$ cat config.mk
export PLATFORM = sky130hd
export DESIGN_NAME = ptri_cfg
export DESIGN_NICKNAME = d
export VERILOG_FILES = /design/src/design/ptri_pkg.sv /design/src/design/ptri_cfg.sv
export SDC_FILE = /design/constraint.sdc
export NUM_CORES = 1
export LEC_CHECK = 0
export BUFFER_PORTS_ARGS = -buffer_cell sky130_fd_sc_hd__buf_2
export CAP_MARGIN = 40
export CORE_UTILIZATION = 35
export DETAILED_ROUTE_END_ITERATION = 6
export HOLD_SLACK_MARGIN = 0.1
export PLACE_DENSITY_LB_ADDON = 0.2
export SYNTH_ARGS = -nofsm -noshare
export SYNTH_HDL_FRONTEND = slang
export SYNTH_SLANG_ARGS = --single-unit
$ cat constraint.sdc
create_clock -name clk -period 3.13 [get_ports clk]
set_input_delay 0 -clock clk [delete_from_list [all_inputs] [get_ports clk]]
set_output_delay 0 -clock clk [all_outputs]
set_load 0.03 [all_outputs]
$ cat src/design/ptri_pkg.sv
package ptri_pkg;

  // Field widths of the ports.
  localparam int CW    = 32;   // anchor coordinate and position
  localparam int RNGW  = 31;   // measured range
  localparam int AW    = 5;    // configuration address
  localparam int DW    = 32;   // configuration data

  // Internal datapath widths.
  localparam int DLW   = CW + 1;        // anchor difference
  localparam int SQRW  = 2 * RNGW;      // squared range
  localparam int SQW   = 2 * DLW;       // product of two differences
  localparam int UW    = SQW + 2;       // right-hand sides u and v
  localparam int DTW   = SQW + 1;       // determinant
  localparam int SPL   = 34;            // split point of u and v for the products
  localparam int PLW   = SPL + 1 + DLW; // low partial product
  localparam int PHW   = UW - SPL + DLW; // high partial product
  localparam int NW    = 104;           // numerators
  localparam int QB    = 40;            // quotient bits before saturation
  localparam int DVW   = 108;           // dividend and divisor

  // Register map, one word per register.
  typedef enum logic [2:0] {
    REG_AX = 3'd0,
    REG_AY = 3'd1,
    REG_BX = 3'd2,
    REG_BY = 3'd3,
    REG_CX = 3'd4,
    REG_CY = 3'd5
  } reg_idx_t;

  localparam logic [CW-1:0] RST_AX = 32'h0000_0000;
  localparam logic [CW-1:0] RST_AY = 32'h0000_0000;
  localparam logic [CW-1:0] RST_BX = 32'h0001_0000;
  localparam logic [CW-1:0] RST_BY = 32'h0000_0000;
  localparam logic [CW-1:0] RST_CX = 32'h0000_0000;
  localparam logic [CW-1:0] RST_CY = 32'h0001_0000;

  typedef struct packed {
    logic signed [CW-1:0] ax;
    logic signed [CW-1:0] ay;
    logic signed [CW-1:0] bx;
    logic signed [CW-1:0] by;
    logic signed [CW-1:0] cx;
    logic signed [CW-1:0] cy;
  } anchors_t;

  // One stage of the divider pipeline, both coordinates side by side.
  typedef struct packed {
    logic                 vld;
    logic                 inv;
    logic                 negx;
    logic                 negy;
    logic                 satx;
    logic                 saty;
    logic signed [CW-1:0] ax;
    logic signed [CW-1:0] ay;
    logic [DVW-1:0]       remx;
    logic [DVW-1:0]       remy;
    logic [DVW-1:0]       dd;
    logic [QB-1:0]        qx;
    logic [QB-1:0]        qy;
  } dstg_t;

endpackage

$ cat src/design/ptri_cfg.sv
module ptri_cfg (
  input  logic                      clk,
  input  logic                      rst_n,
  input  logic                      psel,
  input  logic                      penable,
  input  logic                      pwrite,
  input  logic [ptri_pkg::AW-1:0]   paddr,
  input  logic [ptri_pkg::DW-1:0]   pwdata,
  output logic [ptri_pkg::DW-1:0]   prdata,
  output ptri_pkg::anchors_t        anc
);
  import ptri_pkg::*;

  anchors_t   anc_r;
  logic [2:0] idx;

  assign idx = paddr[AW-1:2];
  assign anc = anc_r;

  // Register writes complete in the access phase.
  always_ff @(posedge clk) begin
    if (!rst_n) begin
      anc_r.ax <= RST_AX;
      anc_r.ay <= RST_AY;
      anc_r.bx <= RST_BX;
      anc_r.by <= RST_BY;
      anc_r.cx <= RST_CX;
      anc_r.cy <= RST_CY;
    end else if (psel && penable && pwrite) begin
      unique case (idx)
        REG_AX:  anc_r.ax <= pwdata;
        REG_AY:  anc_r.ay <= pwdata;
        REG_BX:  anc_r.bx <= pwdata;
        REG_BY:  anc_r.by <= pwdata;
        REG_CX:  anc_r.cx <= pwdata;
        REG_CY:  anc_r.cy <= pwdata;
        default: ;
      endcase
    end
  end

  // Read mux; unmapped addresses read as zero.
  always_comb begin
    unique case (idx)
      REG_AX:  prdata = anc_r.ax;
      REG_AY:  prdata = anc_r.ay;
      REG_BX:  prdata = anc_r.bx;
      REG_BY:  prdata = anc_r.by;
      REG_CX:  prdata = anc_r.cx;
      REG_CY:  prdata = anc_r.cy;
      default: prdata = '0;
    endcase
  end
endmodule

==> reports/metrics.csv, run 1 <==
stage,metric,value,unit
status,status,"finished, final reports clean",
global_route,grt_pass1_vias,7050,
layout,nFillCells,2304,
placed_design,port_buffers,263,
cts,post_cts.repair.setup_buffers,0,
floorplanning,coreArea,0.02375,mm2
yosys,synthSimpleGateAreaFrac,11.54,%
job,drv_cap,0,
timing,relSlewSlack,44.93,%
route,num_vias,7350,
timing,finalSetupTns,0,ns
placed_design,dp_hpwl,18790,um
power_and_ir_drop,p_leak,4.950,nW
cts,clk_latency,0.42,ns
route,drtIter0Drc,479,
critical_path,start_kind,primary input,
yosys,ys_seq_elements,192,
floorplanning,die_y,158.4,um
yosys,syn_inst,857,
timing,rsz0062_at_grt,false,
global_route,overflow,0,
global_route,track_usage,22.59,%
yosys,ys_types,29,
layout,area.sequential,0.003844,mm2
route,drc,0,
yosys,ys_seq_area_share,44.89,%
global_route,grt_pass1_wl,42260,um
critical_path,critPathSlowestCell,or2_1,
layout,final_common_cell,buf_2,
cts,postCtsHoldBufs,35,
cts,cts-root-buf,clkbuf_16,
global_route,grt_max_degree,64,
critical_path,worstPathRequired,3.13,ns
floorplanning,dieArea,0.02510,mm2
floorplanning,initial_core_util,36.05,%
layout,finish.instance_area,0.01114,mm2
layout,largest_reg_flops,192,
floorplanning,die_w,158.4,um
yosys,syn-mean-instance-area,9.992,um2
timing,worst_slack,1.037,ns
layout,finalNetCount,1174,
critical_path,endpoint_kind,output port,
yosys,synth-adder-area-share,0,%
cts,clk_pin_slew,0.06,ns
cts,cts_max_path_buffers,2,
hold_path,hp-class,primary input to flop,
route,wl_per_cell,19.49,um
timing,min_period_over_period,66.87,%
layout,mostFrequentLayoutCells,"buf_2 (261), mux2i_1 (230), nand2_1 (222)",
layout,syn_to_final_growth,30.04,%
cts,numClockSinks,192,
floorplanning,row_count,56,
critical_path,crit_arrival,2.09,ns
layout,multi_input_area,0.004293,mm2
cts,cts_max_level,4,
critical_path,crit_family,buffers and inverters,
critical_path,crit_fanout,24,
critical_path,crit_buf_inv,3,
critical_path,worstPathCellList,buf_2 > or2_1 > buf_4 > o32ai_1 > a221o_1 > buf_2,
yosys,synth_xor_xnor_area_share,0,%
timing,finalCriticalPeriod,2.093,ns
layout,drive_above_1_share,31.73,%
route,vias_per_cell,5.020,
critical_path,max_stage_delay,0.64,ns
cts,ctsResizeCount,0,
route,drt-total-wl,28540,um
power_and_ir_drop,power.density,472.1,mW/mm2
timing,max_freq,477.8,MHz
timing,fin_skew,0,ns
power_and_ir_drop,vdd_drop_max,0.3192,mV
floorplanning,ioPinCount,266,
placed_design,gp_congestion,0.7651,
timing,whs,0.1214,ns
cts,cts_tree,done,
cts,cts_buffers,17,
global_route,antenna_found_initial,3,
critical_path,worstSetupPathType,primary input to output port,
timing,slew_violations,0,
placed_design,dpl_cell_area,0.01015,mm2
route,detail-route-antenna-nets,0,
yosys,synth_top_family_by_area,multiplexers,
timing,tightest_slew,0.8260,ns
yosys,syn_nets,899,
yosys,synthesis.area,0.008563,mm2
critical_path,crit_top_cell,buf_2,
timing,finalHoldViolCount,0,
yosys,ys_warn_count,0,
timing,setup_viol,0,
placed_design,preCtsSetupSlack,1.009,ns
yosys,synth_mux_area_share,31.36,%
yosys,synth_compound_gate_area_share,7.086,%
route,drtPass1Iterations,5,
==> cells by family after synthesis <==
group | count (synthesis)
muxes | 264
AOI/OAI and AO/OA | 80
DFF | 192
buffers and inverters | 80
and+or+nand+nor | 241
==> power by group <==
part | total (mW) | switching [mW] | internal [mW]
Sequential | 2.47 | 0.0140 | 2.46
Combinational | 0.421 | 0.281 | 0.139
Clock | 2.36 | 0.977 | 1.39
Total | 5.26 | 1.27 | 3.98
==> cell usage after synthesis <==
library cell | instances | area share [%]
mux2i_1 | 230 | 27
nand2_1 | 222 | 9.7
dfxtp_1 | 192 | 45
mux2_2 | 34 | 4.5
clkbuf_1 | 25 | 1.1
o21ai_0 | 20 | 1.2
buf_2 | 18 | 1.1
a22oi_1 | 12 | 1.1
inv_1 | 12 | 0.53
buf_4 | 11 | 0.96
a221o_1 | 10 | 1.2
buf_6 | 10 | 1.3
o22a_1 | 10 | 1.0
o32ai_1 | 10 | 1.0
a32oi_1 | 8 | 0.82
a21oi_1 | 4 | 0.23
a221oi_1 | 4 | 0.41
buf_1 | 4 | 0.18
nor2b_1 | 4 | 0.29
nand2b_1 | 3 | 0.22
nor2_4 | 3 | 0.39
and2_1 | 2 | 0.15
nor2_2 | 2 | 0.15
or2_1 | 2 | 0.15
nand4_2 | 1 | 0.15
nand4b_4 | 1 | 0.28
nor2_1 | 1 | 0.044
o211ai_1 | 1 | 0.088
o311ai_0 | 1 | 0.10
==> metrics by stage <==
step                      util, %  instances  power, mW
after floorplan                 -        857      2.768
after detailed placement    42.74       1397      2.917
after global placement      42.70       1396      2.915
after global routing        46.87       1463      5.426
final                       46.88       1464      5.257
after CTS                   46.87       1463      5.318
==> worst paths after layout <==
kind | start | endpoint | slack, ns | depth (start not counted)
worst min-delay path | pwrite | anc[16] | 0.12 | 4
worst max register to register | anc[112] | anc[112] | 2.44 | 2
worst min register to register | anc[97] | anc[97] | 0.47 | 2
worst max-delay path | paddr[3] | prdata[4] | 1.04 | 6
==> worst min-delay path, cell delays in order <==
cell and delay, ns:
buf_2 0.13, nand4_2 0.18, o21ai_0 0.10, o211ai_1 0.09
==> layout make-up <==
cell class                 count  area share [%]
tap                          319           3.584
sequential                   192           34.52
antenna                        1         0.02247
timing repair buffer         324           17.25
inverter                      12          0.4045
clock buffer                  19           4.067
clock inverter                12           1.607
multi-input combinational    585           38.55
==> metal layers <==
layer,wire (um),GRT usage [%],part of all wire (%)
met3,1515,4.409,5.3
met4,449,5.952,1.6
met5,10,0,0.035
met2,12960,36.32,45
met1,13600,30.75,48
Power figures use the tool's default switching activity.
==> inputs of run 2 (changes only) <==
==> constraint.sdc (replaced) <==
create_clock -name clk -period 2.06 [get_ports clk]
set_input_delay 0 -clock clk [delete_from_list [all_inputs] [get_ports clk]]
set_output_delay 0 -clock clk [all_outputs]
set_load 0.03 [all_outputs]
==> reports/metrics.csv, run 2 (synthesized netlist as in run 1, its figures left out) <==
stage,metric,value,unit
status,status,"finished, final reports clean",
global_route,antenna_found_initial,1,
layout,finalNetCount,1184,
critical_path,crit_arrival,1.71,ns
route,vias_per_cell,4.972,
layout,mostFrequentLayoutCells,"buf_2 (261), mux2i_1 (230), nand2_1 (222)",
power_and_ir_drop,power.density,715.5,mW/mm2
critical_path,endpoint_kind,output port,
job,drv_cap,0,
critical_path,worstPathCellList,buf_2 > buf_4 > nor2_1 > a22oi_1 > o21ai_0 > buf_2,
layout,drive_above_1_share,32.24,%
timing,max_freq,586.5,MHz
layout,area.sequential,0.003844,mm2
timing,relSlewSlack,48.35,%
cts,cts-root-buf,clkbuf_16,
timing,min_period_over_period,82.77,%
timing,finalHoldViolCount,0,
layout,nFillCells,2311,
cts,post_cts.repair.setup_buffers,0,
power_and_ir_drop,p_leak,4.999,nW
floorplanning,coreArea,0.02375,mm2
timing,tightest_slew,0.7719,ns
floorplanning,ioPinCount,266,
global_route,grt_max_degree,65,
cts,numClockSinks,192,
cts,cts_tree,done,
critical_path,start_kind,primary input,
critical_path,critPathSlowestCell,nor2_1,
route,num_vias,7324,
cts,cts_buffers,17,
route,detail-route-antenna-nets,0,
timing,finalSetupTns,0,ns
timing,finalCriticalPeriod,1.705,ns
layout,largest_reg_flops,192,
timing,slew_violations,0,
timing,fin_skew,0,ns
floorplanning,die_y,158.4,um
cts,cts_max_level,4,
timing,rsz0062_at_grt,false,
hold_path,hp-class,primary input to flop,
global_route,overflow,0,
timing,setup_viol,0,
route,drc,0,
placed_design,dp_hpwl,19080,um
critical_path,crit_fanout,12,
placed_design,dpl_cell_area,0.01028,mm2
floorplanning,die_w,158.4,um
layout,finish.instance_area,0.01126,mm2
placed_design,preCtsSetupSlack,0.3798,ns
critical_path,worstSetupPathType,primary input to output port,
global_route,track_usage,22.67,%
cts,clk_pin_slew,0.06,ns
global_route,grt_pass1_vias,7177,
layout,num_antenna_cells,0,
route,drtIter0Drc,398,
route,drt-total-wl,28680,um
global_route,grt_pass1_wl,42280,um
route,wl_per_cell,19.47,um
floorplanning,dieArea,0.02510,mm2
floorplanning,initial_core_util,36.05,%
critical_path,crit_top_cell,buf_2,
layout,syn_to_final_growth,31.55,%
layout,post-route-util,47.42,%
critical_path,worstPathRequired,2.06,ns
power_and_ir_drop,vdd_drop_max,0.4767,mV
floorplanning,row_count,56,
placed_design,gp_congestion,0.7545,
cts,clk_latency,0.44,ns
layout,final_common_cell,buf_2,
timing,worst_slack,0.3549,ns
layout,multi_input_area,0.004293,mm2
placed_design,port_buffers,263,
critical_path,max_stage_delay,0.60,ns
cts,cts_max_path_buffers,2,
route,drtPass1Iterations,5,
## run 2: area by class of cell
cell class                 count  share of cell area [%]
clock buffer                  18                   3.810
tap                          319                   3.543
timing repair buffer         334                   18.16
sequential                   192                   34.12
clock inverter                13                   1.855
multi-input combinational    585                   38.11
inverter                      12                  0.3999
## run 2: worst max-delay path, delay by kind of cell
| kind | cells | cell delay [ns] |
|---|---|---|
| AOI/OAI and AO/OA | 2 | 0.42 |
| buffers and inverters | 3 | 0.68 |
| and+or+nand+nor | 1 | 0.60 |
## run 2: final timing paths
path | start | to | slack, ns | cells after the start
worst max-delay path | paddr[4] | prdata[16] | 0.35 | 6
worst min-delay path | pwrite | anc[16] | 0.12 | 5
worst max register to register | anc[112] | anc[112] | 1.38 | 2
worst min register to register | anc[174] | anc[174] | 0.47 | 2
## run 2: per-layer routing
| layer | share of wire, % | vias up | global-route usage (%) |
|---|---|---|---|
| met5 | 0.045 | - | 0 |
| met4 | 2.0 | 2 | 6.639 |
| met3 | 6.4 | 31 | 6.532 |
| met2 | 47 | 234 | 37.16 |
| met1 | 45 | 3506 | 28.72 |
| li1 | - | 3551 | - |
## run 2: report_power, final
part | switching, mW | internal (mW)
Combinational | 0.423 | 0.223
Sequential | 0.0213 | 3.74
Clock | 1.50 | 2.15
## run 2: timing repair
action	CTS	global route
resized for setup	0	0
hold buffers	35	0
endpoints found under the hold margin	192	0
## run 2: metrics by stage
step | total power, mW | hold slack (ns) | instances
floorplan | 4.205 | 0.1842 | 857
global placement | 4.439 | 0.3242 | 1407
detailed placement | 4.440 | 0.3335 | 1407
CTS | 8.149 | 0.1117 | 1473
global route | 8.339 | 0.1562 | 1473
finish | 8.060 | 0.1232 | 1473
==> inputs of run 3 (changes only) <==
--- a/config.mk
+++ b/config.mk
@@ -5,6 +5,7 @@
 export SDC_FILE = /design/constraint.sdc
 export NUM_CORES = 1
 export LEC_CHECK = 0
+export ABC_AREA = 1
 export BUFFER_PORTS_ARGS = -buffer_cell sky130_fd_sc_hd__buf_2
 export CAP_MARGIN = 40
 export CORE_UTILIZATION = 35
==> constraint.sdc (replaced) <==
create_clock -name clk -period 1.4 [get_ports clk]
set_input_delay 0 -clock clk [delete_from_list [all_inputs] [get_ports clk]]
set_output_delay 0 -clock clk [all_outputs]
set_load 0.03 [all_outputs]
==> reports/metrics.csv, run 3 <==
stage,metric,value,unit
hold_path,hp-class,primary input to flop,
critical_path,reg2regPathDepth,3,
yosys,ys_warn_count,0,
floorplanning,die_y,164.5,um
critical_path,worstPathRequired,1.40,ns
layout,drive_above_1_share,21.23,%
cts,numClockSinks,192,
yosys,synth_top_area_share,41.56,%
route,wl_per_cell,15.97,um
timing,slew_violations,0,
route,detail-route-antenna-nets,0,
yosys,ys_types,16,
timing,tightest_slew,0.3959,ns
timing,finalCriticalPeriod,1.328,ns
route,drc,0,
floorplanning,ioPinCount,266,
cts,post_cts.repair.setup_buffers,0,
timing,rsz0062_at_grt,false,
global_route,antenna_found_initial,2,
cts,cts_max_path_buffers,2,
floorplanning,die_w,164.5,um
timing,max_freq,753.1,MHz
power_and_ir_drop,p_leak,6.077,nW
layout,largest_reg_flops,192,
critical_path,start_kind,flop,
power_and_ir_drop,p_seq_share,46.6,%
placed_design,dpl_cell_area,0.01128,mm2
global_route,overflow,0,
global_route,grt_pass1_vias,9181,
timing,min_period_over_period,94.85,%
placed_design,gp_congestion,0.8154,
layout,finish.instance_area,0.01224,mm2
yosys,synth.most_common_cell,nor2_1,
layout,mostFrequentLayoutCells,"nor2_1 (432), nand2_1 (383), buf_2 (257)",
power_and_ir_drop,power.share.combinational,11.6,%
yosys,syn_inst,1488,
placed_design,dp.cells,2030,
yosys,synth_commonest_cells,"nor2_1 (442), nand2_1 (383), nand3_1 (195)",
critical_path,crit_top_cell,nand2_1,
power_and_ir_drop,sw_frac_of_total,28.15,%
timing,fin_skew,0,ns
cts,cts-root-buf,clkbuf_16,
layout,finalNetCount,1791,
timing,relSlewSlack,73.61,%
route,drtIter0Drc,770,
placed_design,port_buffers,263,
critical_path,worstPathCellList,nand4_1 > nand2_1 > nor2_2 > nand2_1 > buf_2,
cts,clk_pin_slew,0.08,ns
cts,clk_latency,0.44,ns
power_and_ir_drop,power.density,979.8,mW/mm2
floorplanning,coreArea,0.02598,mm2
route,vias_per_cell,4.935,
cts,cts_buffers,17,
cts,cts_tree,done,
global_route,grt_max_degree,58,
timing,setup_viol,0,
power_and_ir_drop,vdd_drop_max,0.5384,mV
power_and_ir_drop,power.share.clock,41.8,%
yosys,synthFlopType,dfxtp_1,
yosys,synth-edff-count,0,
global_route,track_usage,24.62,%
status,status,"finished, final reports clean",
critical_path,crit_arrival,1.33,ns
critical_path,worstSetupPathType,flop to output port,
power_and_ir_drop,p_sw,3.377,mW
timing,finalHoldViolCount,0,
yosys,syn_nets,1530,
placed_design,dp_hpwl,22170,um
hold_path,holdPathStages,6,
floorplanning,initial_core_util,35.59,%
global_route,grt_pass1_wl,51330,um
layout,final_common_cell,nor2_1,
critical_path,max_stage_delay,0.35,ns
timing,finalSetupTns,0,ns
critical_path,crit_buf_inv,1,
route,drtPass1Iterations,6,
route,drt-total-wl,33510,um
floorplanning,row_count,59,
critical_path,crit_fanout,3,
power_and_ir_drop,p_int,8.616,mW
layout,nFillCells,2750,
route,num_vias,10350,
yosys,async_flop_share,0,%
layout,syn_to_final_growth,32.36,%
yosys,ys_seq_elements,192,
yosys,synthesis.area,0.009248,mm2
yosys,ys_seq_area_share,41.56,%
job,drv_cap,0,
yosys,synth.largest_area_cell,dfxtp_1,
yosys,synthTopCellsByArea,"dfxtp_1 (42%), nor2_1 (18%), nand2_1 (16%)",
cts,cts_max_level,4,
layout,fin_cells,2098,
critical_path,cp.depth,5,
floorplanning,dieArea,0.02708,mm2
critical_path,endpoint_kind,output port,
yosys,syn-mean-instance-area,6.215,um2
critical_path,crit_family,simple AND/OR/NAND/NOR gates,
critical_path,critPathSlowestCell,dfxtp_1,
-- run 3: cell types whose count changed in the layout (fill, tap and decap cells not counted), sizes merged, moves of 10 or more --
cell	change
nor2	+440
mux2i	-230
nand3	+197
nand2	+161
nand4	+64
inv	+60
mux2	-34
a21oi	+19
o21ai	-18
buf	+17
a22oi	-12
a221o	-10
o22a	-10
o32ai	-10
-- run 3: repair_timing --
| item | in CTS | in global routing |
|---|---|---|
| gates resized for setup | 0 | 12 |
| hold endpoints to repair | 192 | 0 |
| setup endpoints to repair | 0 | 5 |
| hold buffers | 35 | 0 |
-- run 3: final cells by class --
cell class                      instances  area [um2]  share of cell area [%]
Tap cell                              335       419.2                   3.424
Inverter                               68       257.7                   2.106
Antenna cell                            1       2.502                 0.02044
Sequential cell                       192        3849                   31.44
Timing Repair Buffer                  354        2394                   19.55
Clock inverter                         12       122.6                   1.002
Clock buffer                           20       466.7                   3.813
Multi-Input combinational cell       1116        4730                   38.64
-- run 3: logic make-up after synthesis --
group | after synthesis | synth area share, %
DFF | 192 | 41.56
buffers and inverters | 180 | 8.104
and+or+nand+nor | 1091 | 48.98
AOI/OAI and AO/OA | 25 | 1.353
-- run 3: metal layers --
metal,GRT usage [%],vias to the layer above,share of wire (%)
li1,-,5202,-
met1,32.94,4745,46
met2,39.55,357,45
met3,4.294,48,6.5
met4,8.882,2,2.2
met5,0,-,0.045
-- run 3: tightest hold or removal path, stage by stage --
cell,delay [ns]
buf_4,0.18
nor2_4,0.07
buf_12,0.17
nand3_1,0.08
nand2_1,0.05
nor2_1,0.06
-- run 3: final timing paths --
kind                                from          to  slack [ns]
worst max-delay path             anc[93]  prdata[29]        0.07
worst max register to register  anc[112]    anc[112]        0.19
worst min-delay path            paddr[2]    anc[105]        0.22
worst min register to register   anc[70]     anc[70]        0.50
-- run 3: power groups by stage --
stage	Combinational [mW]	Sequential, mW	Clock, mW
5_1_grt	1.50	5.60	5.33
3_3_place_gp	1.30	5.71	0
6_report	1.39	5.59	5.02
4_1_cts	1.38	5.59	5.12
2_1_floorplan	0.659	5.84	0
3_5_place_dp	1.30	5.71	0
-- run 3: per-stage QoR --
step	total power [mW]	setup slack (ns)	util, %	hold WS (ns)
finish	11.99	0.07215	47.11	0.2157
global route	12.43	0.001982	47.11	0.2300
CTS	12.08	0.004488	47.01	0.1976
detailed placement	7.017	0.1716	43.39	0.2572
global placement	7.007	0.1973	43.39	0.2475
floorplan	6.501	0.3151	-	0.1262
